## src/sv/r32x_div.sv

```systemverilog
// r32x_div: unsigned 32/32 restoring divider, one quotient bit per cycle.
// Gives quotient and remainder when done is raised. Uses r32x_pkg nothing.
// Standalone; instantiated by the execute unit top level.
module r32x_div (
  input  logic        clk,
  input  logic        rst,
  input  logic        start,
  input  logic [31:0] dividend,
  input  logic [31:0] divisor,
  output logic        busy,
  output logic        done,
  output logic [31:0] quot,
  output logic [31:0] rem
);

  logic [4:0]  cnt;
  logic [31:0] dsr;
  logic [32:0] shifted;
  logic [32:0] diff;

  assign shifted = {rem, quot[31]};
  assign diff    = shifted - {1'b0, dsr};

  always_ff @(posedge clk) begin
    if (rst) begin
      busy <= 1'b0;
      done <= 1'b0;
      cnt  <= '0;
    end else begin
      done <= busy && (cnt == 5'd31);
      if (start) begin
        busy <= 1'b1;
        cnt  <= '0;
      end else if (busy) begin
        cnt <= cnt + 5'd1;
        if (cnt == 5'd31) busy <= 1'b0;
      end
    end
  end

  always_ff @(posedge clk) begin
    if (start) begin
      quot <= dividend;
      rem  <= '0;
      dsr  <= divisor;
    end else if (busy) begin
      if (!diff[32]) begin
        rem  <= diff[31:0];
        quot <= {quot[30:0], 1'b1};
      end else begin
        rem  <= shifted[31:0];
        quot <= {quot[30:0], 1'b0};
      end
    end
  end

  assert property (@(posedge clk) disable iff (rst) done |-> !busy)
    else $error("divider done while still iterating");
  assert property (@(posedge clk) disable iff (rst) $fell(busy) |-> done)
    else $error("divider finished without done pulse");
  assert property (@(posedge clk) disable iff (rst) start |-> !busy)
    else $error("divider restarted while busy");

endmodule

```

## config.mk

```make
export PLATFORM = sky130hd
export DESIGN_NAME = r32x_div
export DESIGN_NICKNAME = d
export VERILOG_FILES = /design/src/sv/r32x_div.sv
export SDC_FILE = /design/constraint.sdc
export NUM_CORES = 1
export LEC_CHECK = 0
export ABC_AREA = 0
export BUFFER_PORTS_ARGS = -buffer_cell sky130_fd_sc_hd__buf_2
export CORE_ASPECT_RATIO = 1.75
export CORE_UTILIZATION = 40
export DETAILED_ROUTE_END_ITERATION = 6
export GPL_TIMING_DRIVEN = 0
export PLACE_DENSITY = 0.7
export RECOVER_POWER = 25
export SLEW_MARGIN = 40
export SYNTH_ARGS = -nofsm -noshare
export SYNTH_HDL_FRONTEND = slang
export SYNTH_SLANG_ARGS = --single-unit
```

## constraint.sdc

```tcl
create_clock -name clk -period 4.52 [get_ports clk]
set_input_delay 0.226 -clock clk [delete_from_list [all_inputs] [get_ports clk]]
set_output_delay 0.226 -clock clk [all_outputs]
set_load 0.01 [all_outputs]
```

# [Yosys cells after proc, flatten, opt, wreduce, memory -nomap -nowiden]
# Index checks and enable logic that the tools add are counted.
[totals] elab_cells=19 output_inout_bits=66 regBits=103
[op_classes] add_sub_neg=2 n_reduce_logical=3 mux=7 n_eq_ne=1
[op_table] cell="$mux W32" n=3
[op_table] cell="$sub A33 B32 Y33" n=1
[op_table] cell="$add A5 B1 Y5 const B" n=1
[op_table] cell="$eq A5 B5 Y1 const B" n=1
[op_table] cell="$mux W1" n=4
[op_table] cell="$reduce_bool A2 Y1" n=1
[op_table] cell="$reduce_or A2 Y1" n=1
[op_table] cell="$logic_and A1 B1 Y1" n=1

# [Logic depth before layout (Yosys ltp)]
[depth] depth_word=4 depth_mapped=14 mapped_depth_nobuf=13

# [Worst setup path after synthesis]
# No wires, ideal clock.
[synth_path] kind="register to register" startpoint="reg rem[24]" endpoint="reg rem[5]" synth_period_minus_slack_ps=3296 t_arrival_ps=3158 path_slack_ps=1224 path_buffers=3 path_stages_with_launch=14 setup_time_ps=139 path_cell_list="dfxtp_1 ha_1 buf_6 a21o_1 a21oi_1 nor2_1 o41a_1 or4_1 a41oi_2 xnor2_1 buf_6 buf_2 mux2i_1 a211oi_1"
[synth_between] elab_chain_cells=2
[synth_lines] item="start, declared" line="13" source="output logic [31:0] rem"
[synth_lines] item="start signal, assigned" line="48" source="rem <= diff[31:0];"
[synth_lines] item="start signal, assigned" line="51" source="rem <= shifted[31:0];"
[synth_lines] item="$sub A33 B32 Y33" line="22" source="assign diff = shifted - {1'b0, dsr};"
[synth_lines] item="$mux W32" line="47" source="if (!diff[32]) begin"
# No other way between the ends.
# A chain may end at the register's enable or synchronous reset.

# [Worst setup path after layout]
[layout_path] startpoint="reg rem[4]" endpoint="reg rem[24]"
# The elaborated chain is that of the path after synthesis.

==> results <==
- Buffers added to address setup during post-CTS repair amount to 0.
- The routed length per placed instance is 16.2 um.
- The launch point of the worst path is rem[4].
- Measured in cells, the most critical reg-to-reg path has a length of 12.
- The synthesized design contains 64 enable-type register cells.
- The worst hold path terminates at dsr[4].
- The endpoint of the worst-slack reg-to-reg timing path is rem[24].
- Of the total power, combinational logic draws 0.258.
- The fraction of final layout cells sized beyond drive strength 1 is 0.275.
- The share of async-settable or async-resettable flops after synthesis is 0.
- At the placement stage, the worst setup path has a slack of 561 ps.
- The final antenna-violating net count is 0.
- The total global routing overflow is 0.
- The class of the tightest hold or removal check is in2reg.
- The start-to-end type of the worst setup path is reg2reg.
- The overall track demand over capacity in global routing is 0.195.
- Summed over all failing endpoints, the final setup total negative slack is 0 ps.
- Summing all placed instances gives a cell area of 6730 um^2.
- The final worst-path setup slack is 525 ps.
- The synthesized netlist cell count is 558.
- The first-pass GRT wire length is 22800 um.
- The average instance area after synthesis is 10.5 um^2.
- The floorplan step defined a die boundary enclosing 15100 um^2.
- The initialized floorplan defines 58 standard-cell rows.
- For the pin with the worst max-slew slack, the measured transition is 2010 ps.
- Clock tree synthesis selected as its root buffer the cell clkbuf_16.
- The number of stages on the worst hold path is 1.
- Once the clock tree was built, the resizer swapped 0 gates to a different size.
- The initial antenna violation count is 0.
- In this run, post-CTS hold repair placed 0 buffers.
- At the worst endpoint, the required time is 4710 ps.
- Of the total power, registers draw 0.447.
- The type of destination of the critical path is a register.
- The worst hold path begins at divisor[4].
- The highest net fanout along the worst path is 10.
- The Yosys step of the flow raised 0 warnings.
- The wire length after detailed routing is 14300 um.
- The height of the die is 162 um.
- The internal power component is 1.77 mW.
- The number of nets in the finished design is 803.
- The post-route standard cell area excluding fillers is 7020 um^2.
- The number of different library cells in the post-synthesis netlist is 51.
- During I/O placement, the number of pins put on the boundary was 133.
- At the worst endpoint, the arrival time is 4180 ps.
- For this run, the share of the core covered by cells in the final layout is 0.491.
- The worst register-to-register path begins at rem[4].
- The fraction of power spent switching nets is 0.311.
- Summed over all nets, the half-perimeter wirelength after detailed placement is 11100 um.
- Derived from the worst setup path, the maximum achievable clock frequency is 250 MHz.
- Entering global routing, the biggest net connects 34 pins.
- The total of endpoints with negative setup slack in the final report is 0.
- Across the VDD grid, the largest voltage drop is 0.234 mV.
- The final reports fail on capacitance limit, slew limit.
- TritonCTS built the clock tree.
- Power spread over the standard cell area amounts to 365 nW/um^2.
- The type of element launching the critical path is a register.
- The switching power total is 0.796 mW.
- The non-filler instance count after layout is 886.
- The clock transition at the registers of the reported paths is 80 ps.
- Among all flip-flop cells after synthesis, the most frequent one is edfxtp_1.
- The count of final hold-check violations is 0.
- The iteration-0 DRC count of the detailed router is 158.
- In this run the cell area of the synthesized design comes to 5840 um^2.
- The total via count in the routed design is 4800.
- Of the available clock period, the critical path in the final layout requires 0.884.
- The analysis attributes to cell leakage a power of 3.08 nW.
- The number of global-route vias before repair came to 4891.
- The clock tree synthesis step divided the H-tree into 3 levels.
- The last weighted congestion value of the routability-driven placer is 0.908.
- For this run, design rule violations remaining after detail routing come to 0.
- For this configuration, the core starts out at a cell density of 0.409.
- Power comes to 2.56 mW.
- Clock tree synthesis inserted a total of 9 buffers.
- The area added between synthesis and finish is 20.1%.
- The number of inserted diodes is 0.
- The run finished, with violations left.
- The post-synthesis net count is 660.
- The time the final worst path needs with I/O delays and setup is 3990 ps.
- Setup slack on the worst reg-to-reg path comes out at 530 ps.
- Setup repair after global routing left no endpoint under its margin.
- Including well taps, the total number of placed cells is 870.
- The ratio of routed vias to standard cells is 5.42.
- The final hold slack is 44.8 ps.
- The length of the first detailed-routing pass in iterations is 4.
- Buffers placed on the I/O ports in this run total 132.
- The x dimension of the die is 93.4 um.
- For the worst-skew pair, the clock arrives at the later sink with an insertion delay of 350 ps.
- In this run the deepest clock path goes through 2 buffers.
- Counting flops and latches in the post-synthesis netlist gives 103.
- Between clock sinks in the finished design, the worst skew comes to 11.7 ps.
- The floorplan step defined a core boundary enclosing 14300 um^2.
- The number of pins with negative max-slew slack in the final report is 34.
- The tool flagged a number of max-cap violations equal to 1.
- Of the synthesized area, sequential elements account for 0.462.
- The relative slew slack is -0.340.
- The total number of clock tree sinks is 103.
- The share of total power dissipated in the clock network is 0.295.
-- cell usage in the layout, fill, tap and decap left out, drive strengths merged, types with 11 or more instances in the layout --
master	netlist	routed
o21ai	19	19
a211oi	28	28
dfxtp	39	39
nand2	29	29
a21o	11	11
a21oi	35	35
nor2	47	47
ha	34	34
xnor2	17	17
edfxtp	64	64
xor2	12	12
mux2i	27	27
mux2	35	35
inv	39	42
clkbuf	24	34
buf	4	135
-- final cells by class --
class	instances	area [um^2]
Clock buffer	9	225
Inverter	39	146
Timing Repair Buffer	132	659
Multi-Input combinational cell	388	2870
Clock inverter	7	63.8
Sequential cell	103	2700
Tap cell	180	225
Fill cell	1318	7280
Buffer	28	123
-- power by group through the flow --
stage | sequential, mW | clock (mW) | combinational, mW
after floorplan | 1.18 | 0 | 0.436
after global placement | 1.16 | 0 | 0.646
after detailed placement | 1.16 | 0 | 0.661
after CTS | 1.14 | 0.773 | 0.665
after global routing | 1.15 | 0.804 | 0.732
final | 1.14 | 0.755 | 0.662
-- how the worst max path moves through the flow --
stage                     endpoint  slack (ps)  cells past startpoint
after floorplan             rem[5]        1220                     13
after global placement     rem[24]         550                     12
after detailed placement   rem[24]         560                     12
after CTS                  rem[24]         510                     12
after global routing       rem[24]         250                     14
final                      rem[24]         530                     12
-- logic make-up after synthesis --
logic type | after synthesis | synth area share
xor gates and xnor gates | 29 | 0.0435
AOI/OAI and AO/OA | 128 | 0.148
DFF | 103 | 0.462
adders and majority gates | 35 | 0.0762
buffers and inverters | 67 | 0.0460
and+or+nand+nor | 134 | 0.110
muxes | 62 | 0.114
-- sequential cells by signal, indices dropped and copies added, names as in the netlist --
name / flops
dsr: 32
quot: 32
rem: 32
cnt: 5
busy: 1
done: 1
-- per-layer routing --
metal	up-vias	wire length, um	GRT usage	share of wire
met1	2265	5240	0.195	0.37
met4	0	568	0.0972	0.040
met5	-	0	0	0
met2	170	7810	0.367	0.54
met3	37	721	0.0473	0.050
li1	2328	-	-	-
-- critical path, stage by stage, from the launching register on --
cell	delay, ps
dfxtp_1	350
ha_1	370
a21o_1	210
a211o_1	260
o21ai_0	380
o21ai_0	240
or4_1	530
a41oi_2	190
xnor2_1	300
buf_6	230
buf_2	330
mux2i_1	300
a211oi_1	120
-- Yosys cell counts (2+ instances only) --
master     instances  area [um^2]
o21bai_1           3         22.5
nor3_1             7         35.0
edfxtp_1          64         1920
inv_1             39          146
xnor2_1           17          149
nand2b_1          10         62.6
a21oi_1           35          175
mux2_2            34          383
nor2b_1            6         37.5
nand4_1            5         31.3
o21ai_0           19         95.1
mux2i_1           27          270
ha_1              34          425
or3_1              4         25.0
nor3b_1            2         15.0
a21o_1            11         82.6
buf_2              2         10.0
clkbuf_1          24         90.1
o211ai_1           3         22.5
a211oi_1          27          203
nand2_1           29          109
o21a_1             4         30.0
nor2_1            47          176
and3_1             2         12.5
buf_6              2         22.5
or2_2              4         25.0
xor2_1            12          105
and4_1             2         17.5
nand3_1           10         50.1
a311oi_1           4         35.0
a31oi_1            5         31.3
nand3b_1           3         22.5
o2111ai_1          2         17.5
a211o_1            4         35.0
dfxtp_1           39          781
Power figures use the tool's default switching activity.
